$ cat src/sv/hbr_pkg.sv
// ---------------------------------------------------------------------------
// hbr_pkg
// Shared types, codes and defaults of the node heartbeat registry.
// ---------------------------------------------------------------------------
package hbr_pkg;

	localparam int SLOTS_DEF = 16;
	localparam int PAW = 3;

	localparam logic [15:0] EMPTY_ID = 16'hFFFF;
	localparam logic [31:0] TIMEOUT_RST = 32'd1000;

	localparam logic [PAW-3:0] REG_TIMEOUT = '0;

	localparam logic [1:0] OP_HEARTBEAT = 2'd0;
	localparam logic [1:0] OP_ANNOUNCE  = 2'd1;
	localparam logic [1:0] OP_SWEEP     = 2'd2;
	localparam logic [1:0] OP_RESERVED  = 2'd3;

	localparam logic [2:0] STS_REFRESHED = 3'd0;
	localparam logic [2:0] STS_ADDED     = 3'd1;
	localparam logic [2:0] STS_KNOWN     = 3'd2;
	localparam logic [2:0] STS_FULL      = 3'd3;
	localparam logic [2:0] STS_IGNORED   = 3'd4;
	localparam logic [2:0] STS_SWEPT     = 3'd5;

	typedef struct packed {
		logic [1:0]  opcode;
		logic [15:0] node_id;
		logic [31:0] now_ms;
	} in_item_t;

	typedef struct packed {
		logic [2:0]  status;
		logic        found;
		logic [3:0]  slot;
		logic        node_online;
		logic [4:0]  registered_count;
		logic        offline_present;
		logic [15:0] offline_id;
		logic [4:0]  went_offline;
	} out_item_t;

	typedef struct packed {
		logic [31:0] timeout_ms;
	} cfg_t;

endpackage

$ cat src/sv/hbr_in_if.sv
// ---------------------------------------------------------------------------
// hbr_in_if
// Request channel: valid/ready handshake with one input item.
// ---------------------------------------------------------------------------
interface hbr_in_if;
	logic              valid;
	logic              ready;
	hbr_pkg::in_item_t data;

	modport source (output valid, output data, input ready);
	modport sink (input valid, input data, output ready);
endinterface

$ cat src/sv/hbr_out_if.sv
// ---------------------------------------------------------------------------
// hbr_out_if
// Response channel: valid/ready handshake with one result item.
// ---------------------------------------------------------------------------
interface hbr_out_if;
	logic               valid;
	logic               ready;
	hbr_pkg::out_item_t data;

	modport source (output valid, output data, input ready);
	modport sink (input valid, input data, output ready);
endinterface

$ cat src/sv/hbr_ram.sv
// ---------------------------------------------------------------------------
// hbr_ram
// Generic single-write, single-read RAM with registered read data.
// ---------------------------------------------------------------------------
module hbr_ram #(
	parameter int WIDTH = 8,
	parameter int DEPTH = 16,
	localparam int AW = (DEPTH > 1) ? $clog2(DEPTH) : 1
) (
	input  logic             clk,
	input  logic             we,
	input  logic [AW-1:0]    waddr,
	input  logic [WIDTH-1:0] wdata,
	input  logic             re,
	input  logic [AW-1:0]    raddr,
	output logic [WIDTH-1:0] rdata
);

	logic [WIDTH-1:0] mem [DEPTH];

	always_ff @(posedge clk) begin
		if (we) begin
			mem[waddr] <= wdata;
		end
		if (re) begin
			rdata <= mem[raddr];
		end
	end

endmodule

$ cat src/sv/hbr_apb.sv
// ---------------------------------------------------------------------------
// hbr_apb
// APB register file: timeout register.
// ---------------------------------------------------------------------------
module hbr_apb (
	input  logic                    clk,
	input  logic                    arst_n,
	input  logic                    psel,
	input  logic                    penable,
	input  logic                    pwrite,
	input  logic [hbr_pkg::PAW-1:0] paddr,
	input  logic [31:0]             pwdata,
	output logic [31:0]             prdata,
	output logic                    pready,
	output hbr_pkg::cfg_t           cfg
);

	logic          hit;
	hbr_pkg::cfg_t cfg_q;

	assign pready = 1'b1;
	assign hit    = (paddr[hbr_pkg::PAW-1:2] == hbr_pkg::REG_TIMEOUT);

	always_ff @(posedge clk or negedge arst_n) begin
		if (!arst_n) begin
			cfg_q.timeout_ms <= hbr_pkg::TIMEOUT_RST;
		end else if (psel && penable && pwrite && pready && hit) begin
			cfg_q.timeout_ms <= pwdata;
		end
	end

	assign prdata = hit ? cfg_q.timeout_ms : '0;
	assign cfg    = cfg_q;

endmodule

$ cat src/sv/hbr_core.sv
// ---------------------------------------------------------------------------
// hbr_core
// Slot table engine: scans the slot memory once per item, then applies
// the update and registers the result.
// ---------------------------------------------------------------------------
module hbr_core #(
	parameter int SLOTS = hbr_pkg::SLOTS_DEF
) (
	input  logic          clk,
	input  logic          arst_n,
	input  hbr_pkg::cfg_t cfg,
	hbr_in_if.sink        req,
	hbr_out_if.source     rsp
);

	localparam int IW = (SLOTS > 1) ? $clog2(SLOTS) : 1;
	localparam int CW = $clog2(SLOTS + 1);
	localparam int MW = 48;
	localparam logic [CW-1:0] NSLOT = CW'(SLOTS);

	typedef enum logic [2:0] {
		ST_IDLE  = 3'b001,
		ST_SCAN  = 3'b010,
		ST_APPLY = 3'b100
	} state_t;

	state_t             state_q;
	logic [CW-1:0]      rd_cnt_q;
	logic               dv_s1;
	logic [IW-1:0]      idx_s1;
	logic [SLOTS-1:0]   valid_q;
	logic [SLOTS-1:0]   online_q;

	logic [1:0]         op_q;
	logic [15:0]        id_q;
	logic [31:0]        now_q;
	logic               match_q;
	logic [IW-1:0]      match_idx_q;
	logic               free_q;
	logic [IW-1:0]      free_idx_q;
	logic [CW-1:0]      cnt_q;
	logic [CW-1:0]      went_q;
	logic               off1_q;
	logic [IW-1:0]      off1_idx_q;
	logic [15:0]        off1_id_q;
	logic               off2_q;
	logic [15:0]        off2_id_q;

	logic               rsp_valid_q;
	hbr_pkg::out_item_t rsp_data_q;

	logic               accept;
	logic               rd_en;
	logic [MW-1:0]      rd_data;
	logic [15:0]        rd_id;
	logic [31:0]        rd_ts;
	logic               sc_valid;
	logic               sc_hit;
	logic               sc_expire;
	logic               sc_off;

	logic               is_sweep;
	logic               is_empty;
	logic               do_refresh;
	logic               do_place;
	logic               go;
	logic               wr_en;
	logic [IW-1:0]      wr_idx;
	hbr_pkg::out_item_t res;

	assign accept   = req.valid && req.ready;
	assign req.ready = (state_q == ST_IDLE);
	assign rd_en    = (state_q == ST_SCAN) && (rd_cnt_q < NSLOT);

	hbr_ram #(
		.WIDTH (MW),
		.DEPTH (SLOTS)
	) u_slot_ram (
		.clk   (clk),
		.we    (wr_en),
		.waddr (wr_idx),
		.wdata ({id_q, now_q}),
		.re    (rd_en),
		.raddr (rd_cnt_q[IW-1:0]),
		.rdata (rd_data)
	);

	// scan stage: one slot per cycle
	always_comb begin
		logic [31:0] age;
		logic        on;
		rd_id     = rd_data[MW-1:32];
		rd_ts     = rd_data[31:0];
		age       = now_q - rd_ts;
		on        = online_q[idx_s1];
		sc_valid  = dv_s1 && valid_q[idx_s1];
		sc_hit    = sc_valid && (rd_id == id_q) && (id_q != hbr_pkg::EMPTY_ID);
		sc_expire = sc_valid && is_sweep && on && (age > cfg.timeout_ms);
		sc_off    = sc_valid && !(on && !sc_expire);
	end

	assign is_sweep   = (op_q == hbr_pkg::OP_SWEEP) || (op_q == hbr_pkg::OP_RESERVED);
	assign is_empty   = (id_q == hbr_pkg::EMPTY_ID);
	assign do_refresh = !is_sweep && !is_empty && match_q && (op_q == hbr_pkg::OP_HEARTBEAT);
	assign do_place   = !is_sweep && !is_empty && !match_q && free_q;
	assign go         = !rsp_valid_q || rsp.ready;
	assign wr_en      = (state_q == ST_APPLY) && go && (do_refresh || do_place);
	assign wr_idx     = match_q ? match_idx_q : free_idx_q;

	// result after the update
	always_comb begin
		logic [CW-1:0] cnt;
		logic          use2;
		cnt  = cnt_q + CW'(do_place);
		use2 = do_refresh && (off1_idx_q == match_idx_q);
		res  = '0;
		if (is_sweep) begin
			res.status = hbr_pkg::STS_SWEPT;
		end else if (is_empty) begin
			res.status = hbr_pkg::STS_IGNORED;
		end else if (match_q) begin
			res.status = (op_q == hbr_pkg::OP_HEARTBEAT) ? hbr_pkg::STS_REFRESHED
				: hbr_pkg::STS_KNOWN;
		end else if (free_q) begin
			res.status = hbr_pkg::STS_ADDED;
		end else begin
			res.status = hbr_pkg::STS_FULL;
		end
		res.found            = match_q || do_place;
		res.slot             = res.found ? 4'(wr_idx) : 4'd0;
		res.node_online      = do_refresh || do_place || (match_q && online_q[match_idx_q]);
		res.registered_count = 5'(cnt);
		res.went_offline     = is_sweep ? 5'(went_q) : 5'd0;
		if (off1_q && !use2) begin
			res.offline_present = 1'b1;
			res.offline_id      = off1_id_q;
		end else if (use2 && off2_q) begin
			res.offline_present = 1'b1;
			res.offline_id      = off2_id_q;
		end else begin
			res.offline_present = 1'b0;
			res.offline_id      = hbr_pkg::EMPTY_ID;
		end
	end

	always_ff @(posedge clk or negedge arst_n) begin
		if (!arst_n) begin
			state_q     <= ST_IDLE;
			rd_cnt_q    <= '0;
			dv_s1       <= 1'b0;
			valid_q     <= '0;
			online_q    <= '0;
			rsp_valid_q <= 1'b0;
		end else begin
			dv_s1 <= rd_en;
			if ((state_q == ST_APPLY) && go) begin
				rsp_valid_q <= 1'b1;
			end else if (rsp.ready) begin
				rsp_valid_q <= 1'b0;
			end
			unique case (state_q)
				ST_IDLE: begin
					rd_cnt_q <= '0;
					if (accept) begin
						state_q <= ST_SCAN;
					end
				end
				ST_SCAN: begin
					if (rd_en) begin
						rd_cnt_q <= rd_cnt_q + CW'(1);
					end
					if (sc_expire) begin
						online_q[idx_s1] <= 1'b0;
					end
					if (rd_cnt_q == NSLOT) begin
						state_q <= ST_APPLY;
					end
				end
				ST_APPLY: begin
					if (go) begin
						if (do_refresh || do_place) begin
							online_q[wr_idx] <= 1'b1;
						end
						if (do_place) begin
							valid_q[wr_idx] <= 1'b1;
						end
						state_q <= ST_IDLE;
					end
				end
				default: begin
					state_q <= ST_IDLE;
				end
			endcase
		end
	end

	always_ff @(posedge clk) begin
		idx_s1 <= rd_cnt_q[IW-1:0];
		if (accept) begin
			op_q    <= req.data.opcode;
			id_q    <= req.data.node_id;
			now_q   <= req.data.now_ms;
			match_q <= 1'b0;
			free_q  <= 1'b0;
			cnt_q   <= '0;
			went_q  <= '0;
			off1_q  <= 1'b0;
			off2_q  <= 1'b0;
		end else if (state_q == ST_SCAN) begin
			if (sc_hit && !match_q) begin
				match_q     <= 1'b1;
				match_idx_q <= idx_s1;
			end
			if (dv_s1 && !valid_q[idx_s1] && !free_q) begin
				free_q     <= 1'b1;
				free_idx_q <= idx_s1;
			end
			if (sc_valid) begin
				cnt_q <= cnt_q + CW'(1);
			end
			if (sc_expire) begin
				went_q <= went_q + CW'(1);
			end
			if (sc_off) begin
				if (!off1_q) begin
					off1_q     <= 1'b1;
					off1_idx_q <= idx_s1;
					off1_id_q  <= rd_id;
				end else if (!off2_q) begin
					off2_q    <= 1'b1;
					off2_id_q <= rd_id;
				end
			end
		end
		if ((state_q == ST_APPLY) && go) begin
			rsp_data_q <= res;
		end
	end

	assign rsp.valid = rsp_valid_q;
	assign rsp.data  = rsp_data_q;

`ifndef ASSERT_OFF
	a_online_registered: assert property (@(posedge clk) disable iff (!arst_n)
		(online_q & ~valid_q) == '0)
		else $error("online mark on an empty slot");

	a_scan_bound: assert property (@(posedge clk) disable iff (!arst_n)
		rd_cnt_q <= NSLOT)
		else $error("scan counter past last slot");

	a_went_le_count: assert property (@(posedge clk) disable iff (!arst_n)
		rsp_valid_q |-> (rsp_data_q.went_offline <= rsp_data_q.registered_count))
		else $error("more nodes went offline than are registered");

	a_online_found: assert property (@(posedge clk) disable iff (!arst_n)
		rsp_valid_q && rsp_data_q.node_online |-> rsp_data_q.found)
		else $error("online reported for a node not in the table");

	a_no_write_in_scan: assert property (@(posedge clk) disable iff (!arst_n)
		(state_q == ST_SCAN) |-> !wr_en)
		else $error("slot memory written during scan");
`endif

endmodule

$ cat src/sv/node_heartbeat_registry_unit.sv
// ---------------------------------------------------------------------------
// node_heartbeat_registry_unit
// Liveness table of remote nodes with heartbeat, announce and timeout sweep.
// ---------------------------------------------------------------------------
// One item is handled at a time: the request transfer takes place in the idle
// state, the scan state reads the slot memory through its single read port
// (one slot per cycle, with registered read data), and the apply state writes
// back the touched slot and registers the result, after which the block
// returns to idle and can take the next request.
// A new request is taken
// while the previous result still waits on the response channel; its
// write-back cycle then stalls until that result is taken. Slot occupancy and
// online marks live in flip-flops that reset clears, so the table is usable
// right after reset with no clearing pass.
// The timeout register sits at byte address 0 of the APB port.
module node_heartbeat_registry_unit #(
	parameter int SLOTS = hbr_pkg::SLOTS_DEF
) (
	input  logic                    clk,
	input  logic                    arst_n,
	hbr_in_if.sink                  req,
	hbr_out_if.source               rsp,
	input  logic                    psel,
	input  logic                    penable,
	input  logic                    pwrite,
	input  logic [hbr_pkg::PAW-1:0] paddr,
	input  logic [31:0]             pwdata,
	output logic [31:0]             prdata,
	output logic                    pready
);

	hbr_pkg::cfg_t cfg;

	hbr_apb u_apb (
		.clk     (clk),
		.arst_n  (arst_n),
		.psel    (psel),
		.penable (penable),
		.pwrite  (pwrite),
		.paddr   (paddr),
		.pwdata  (pwdata),
		.prdata  (prdata),
		.pready  (pready),
		.cfg     (cfg)
	);

	hbr_core #(
		.SLOTS (SLOTS)
	) u_core (
		.clk    (clk),
		.arst_n (arst_n),
		.cfg    (cfg),
		.req    (req),
		.rsp    (rsp)
	);

endmodule
$ cat src/flat_wrapper.sv
// flat-port wrapper written by rule: the top's interface ports become plain ports
module node_heartbeat_registry_unit_flat 
#(
	parameter int SLOTS = hbr_pkg::SLOTS_DEF
)
  (clk, arst_n, psel, penable, pwrite, paddr, pwdata, prdata, pready, req_valid, req_data, req_ready, rsp_valid, rsp_data, rsp_ready);
  hbr_in_if req_i ();
  hbr_out_if rsp_i ();
  input  logic clk;
  input  logic arst_n;
  input  logic psel;
  input  logic penable;
  input  logic pwrite;
  input  logic [hbr_pkg::PAW-1:0] paddr;
  input  logic [31:0] pwdata;
  output logic [31:0] prdata;
  output logic pready;
  input wire logic [$bits(req_i.valid)-1:0] req_valid;
  input wire logic [$bits(req_i.data)-1:0] req_data;
  output wire logic [$bits(req_i.ready)-1:0] req_ready;
  output wire logic [$bits(rsp_i.valid)-1:0] rsp_valid;
  output wire logic [$bits(rsp_i.data)-1:0] rsp_data;
  input wire logic [$bits(rsp_i.ready)-1:0] rsp_ready;
  assign req_i.valid = req_valid;
  assign req_i.data = req_data;
  assign req_ready = req_i.ready;
  assign rsp_valid = rsp_i.valid;
  assign rsp_data = rsp_i.data;
  assign rsp_i.ready = rsp_ready;
  node_heartbeat_registry_unit #(.SLOTS(SLOTS)) u_core (.clk(clk), .arst_n(arst_n), .req(req_i), .rsp(rsp_i), .psel(psel), .penable(penable), .pwrite(pwrite), .paddr(paddr), .pwdata(pwdata), .prdata(prdata), .pready(pready));
endmodule
$ cat config.mk
export PLATFORM = sky130hd
export DESIGN_NAME = node_heartbeat_registry_unit_flat
export DESIGN_NICKNAME = d
export VERILOG_FILES = /design/src/sv/hbr_pkg.sv /design/src/sv/hbr_in_if.sv /design/src/sv/hbr_out_if.sv /design/src/sv/hbr_ram.sv /design/src/sv/hbr_apb.sv /design/src/sv/hbr_core.sv /design/src/sv/node_heartbeat_registry_unit.sv /design/src/flat_wrapper.sv
export SDC_FILE = /design/constraint.sdc
export NUM_CORES = 1
export LEC_CHECK = 0
export ABC_AREA = 1
export BUFFER_PORTS_ARGS = -buffer_cell sky130_fd_sc_hd__buf_2
export CORE_MARGIN = 2
export CORE_UTILIZATION = 50
export CTS_CLUSTER_DIAMETER = 60
export DETAILED_ROUTE_END_ITERATION = 8
export GPL_TIMING_DRIVEN = 0
export PLACE_DENSITY_LB_ADDON = 0.1
export SYNTH_ARGS = -nofsm -noshare
export SYNTH_HDL_FRONTEND = slang
export SYNTH_SLANG_ARGS = --single-unit
$ cat constraint.sdc
create_clock -name clk -period 7.65 [get_ports clk]
set_input_delay 1.53 -clock clk [delete_from_list [all_inputs] [get_ports clk]]
set_output_delay 1.53 -clock clk [all_outputs]
set_load 0.005 [all_outputs]
==> out/metrics.csv <==
stage,metric,value,unit
sta,slew margin rel.,18.0,%
cts,root buf cell,clkbuf_16,
finish,fill count,6985,
synthesis,Mean Syn Cell Area,12.2,µm²
synthesis,register bit count reported by yosys,1038,
synthesis,synth warn,0,
min_path,hold depth,0,
die,I/O pin count,163,
cts,"Clk Latency, worst-skew pair",680,ps
detailed_routing,DR DRC count,0,
sta,final hold viol count,0,
power_and_ir_drop,P_leak,17.6,nW
global_routing,largest net degree at the start of global routing,54,
synthesis,Post-Syn Instances,3491,
die,Rows,107,
setup_path,CP Capture Type,flop,
synthesis,main flop type after synthesis,edfxtp_1,
global_routing,first-pass GRT wire length,179000,µm
setup_path,Reg2Reg Depth,21,
detailed_routing,Routed wire per std cell,24.3,µm
cts,number of clock sinks,1038,
power_and_ir_drop,Power Density,363,nW/µm²
sta,endpoints failing setup,0,
finish,design area,49600,µm²
detailed_routing,initial drt markers,2946,
detailed_routing,via count,29000,
finish,Register Area,30600,µm²
min_path,Hold/Removal Path Class,flop to flop,
synthesis,asr flop ratio synth,7.13,%
setup_path,critical-path maximum fanout,17,
finish,share of cells above drive strength 1,10.6,%
sta,fin crit share,81.3,%
die,Die ar.,87900,µm²
setup_path,Crit Path Category,flop to flop,
finish,Antenna diodes,0,
setup_path,Crit path arrival time,6610,ps
detailed_routing,vias per cell,5.77,
finish,area delta synth->final,16.1,%
placed_design,"Cell Area, Placed",45800,µm²
placed_design,hpwl dp,84600,µm
sta,"Slew Viols, Final",0,
setup_path,CP Launch Type,flop,
sta,Post-Route Skew,21.4,ps
setup_path,CP required,8030,ps
global_routing,GRT Residual Overflow,0,
global_routing,initial antenna violation count,1,
cts,Resized Gates After CTS,0,
cts,"CTS clk-pin slew, worst paths",60,ps
synthesis,"EDFF count, synth",946,
finish,area of the multi-input gates,10800,µm²
global_routing,vias in the first global route,27300,
cts,CTS H-tree lvls,3,
die,Die Width,296,µm
synthesis,synthesized area,42800,µm²
outcome,outcome,completed,
cts,Num CTS Buffers,111,
sta,FMAX,161,MHz
placed_design,routability congestion estimate,0.928,
finish,nets@finish,3958,
synthesis,"Seq/Total Area, Yosys",71.6,%
cts,Post-CTS Hold Fix Bufs,0,
sta,Setup Total Neg Slack,0,ps
die,die height,296,µm
cts,CTS tree,yes,
detailed_routing,drt total wl,122000,µm
die,Initial Utilization,50.3,%
cts,Post-CTS Setup Repair Bufs,0,
cts,Longest Clk Path Bufs,3,
synthesis,Syn Nets,3653,
sta,Worst-Margin Slew,1230,ps
job,number of max-cap violations,0,
synthesis,post-synthesis cell type count,50,
finish,fin util,58.4,%
sta,RSZ-0062 raised after global routing,false,
global_routing,All-Layer GR Usage,27.9,%
die,core area,85000,µm²
power_and_ir_drop,worst vdd ir,0.232,mV
detailed_routing,TritonRoute pass-1 iters,5,
detailed_routing,post-route ant nets,0,
placed_design,number of I/O port buffers,158,
sta,clock period minus worst slack,6220,ps
## layer usage
metal	track usage [%]	up-vias	wire, µm
li1	-	13300	-
met1	41.3	14300	54400
met2	42.7	1282	54700
met3	4.19	184	9360
met4	8.76	0	3870
met5	0	-	0
## worst paths after layout
path,startpoint,endpoint,slack (ps)
min in group asynchronous,arst_n,u_core.u_core.rsp.valid,750
max,u_core.u_core.now_q[4],u_core.u_core.off1_id_q[6],1430
max in group asynchronous,arst_n,u_core.u_apb.cfg[8],6250
max reg2reg,u_core.u_core.now_q[4],u_core.u_core.off1_id_q[6],1430
min,u_core.u_core.rd_cnt_q[2],u_core.u_core.idx_s1[2],370
min reg2reg,u_core.u_core.rd_cnt_q[2],u_core.u_core.idx_s1[2],370
## metrics by stage
step / std cells / power (W) / hold WS (ps) / setup WS, ps
detailed placement: 4827 / 0.0125 / 359 / 1580
finish: 5032 / 0.0180 / 371 / 1430
global placement: 4793 / 0.0124 / 354 / 328
global route: 5032 / 0.0188 / 396 / 1180
CTS: 5032 / 0.0180 / 364 / 1570
floorplan: 3491 / 0.0103 / 345 / 2750
## cell type report
type	instances	share of cell area [%]
inverter	202	1.53
clock inverter	66	1.62
multi-input combinational	2065	21.7
buffer	186	1.51
timing repair buffer	192	3.00
clock buffer	139	6.04
tap	1144	2.88
sequential	1038	61.7
## kinds of logic after synthesis
group                    after synthesis  synth area share (%)
adder cells (fa/ha/maj)               70                  2.07
flip-flops                          1038                  71.6
XOR/XNOR                              44                 0.901
buffers and inverters                388                  3.51
other                                  1               0.00877
AO/OA/AOI/OAI                        851                  11.5
AND/OR/NAND/NOR                     1099                  10.3
## state kept, by name (all words and copies together) (netlist names), 32 cells and up
| name | flops |
|---|---|
| u_core.u_apb.cfg | 32 |
| u_core.u_core.u_slot_ram.mem | 768 |
| u_core.u_core.u_slot_ram.rdata | 48 |
| u_core.u_core.rsp.data | 36 |
| u_core.u_core.now_q | 32 |
## synthesized netlist by cell type, drive strengths merged, types with 2 or more instances
cell	count	area share, %
dfrtp	67	3.9
o31ai	4	0.070
a21o	4	0.070
o21bai	16	0.28
o21a	3	0.053
nor4	3	0.044
xor2	29	0.59
ha	69	2.0
o22a	16	0.33
clkinv	2	0.018
o21ai	470	5.5
dfstp	7	0.43
o22ai	121	1.8
nor3	16	0.19
a31oi	5	0.073
clkbuf	167	1.5
dfxtp	18	0.84
nor2	573	5.1
a21oi	102	1.2
nand2	362	3.2
or2	3	0.044
buf	19	0.27
edfxtp	946	66
a21boi	2	0.035
a22o	2	0.041
xnor2	15	0.31
nand4	16	0.23
nand3	123	1.5
inv	200	1.8
o211ai	23	0.40
o221ai	80	1.6
## critical path, stage by stage (launching register included)
cell and delay [ps]:
edfxtp_1 750, ha_1 540, nand2_1 80, inv_1 50, a21boi_0 140, o21ai_0 780, a21oi_1 350, o21ai_0 290
xor2_1 340, ha_1 310, nand2_1 60, nor2_1 40, nand2_1 100, nor2_1 100, a21oi_1 610, o21ai_2 170
nor2_4 240, nand2_1 70, nand2_1 90, nand2_1 110, nor2_2 420, buf_8 220
## placed cells by master, fill, tap and decap left out, types with 29 or more instances in the layout
cell | netlist | layout
a21oi_1 | 102 | 102
buf_2 | 3 | 160
clkbuf_1 | 167 | 186
clkbuf_16 | 0 | 114
dfrtp_1 | 67 | 67
edfxtp_1 | 946 | 946
ha_1 | 69 | 69
inv_1 | 198 | 198
nand2_1 | 357 | 357
nand3_1 | 121 | 121
nor2_1 | 571 | 552
o21ai_0 | 465 | 465
o221ai_1 | 80 | 80
o22ai_1 | 121 | 121
xor2_1 | 29 | 29
## power by group
part | internal [W] | total, W | switching, W
clock | 0.00335 | 0.00557 | 0.00222
combinational | 0.00134 | 0.00470 | 0.00336
sequential | 0.00705 | 0.00774 | 0.000689
total | 0.0117 | 0.0180 | 0.00627
(Power assumes the default switching activity.)
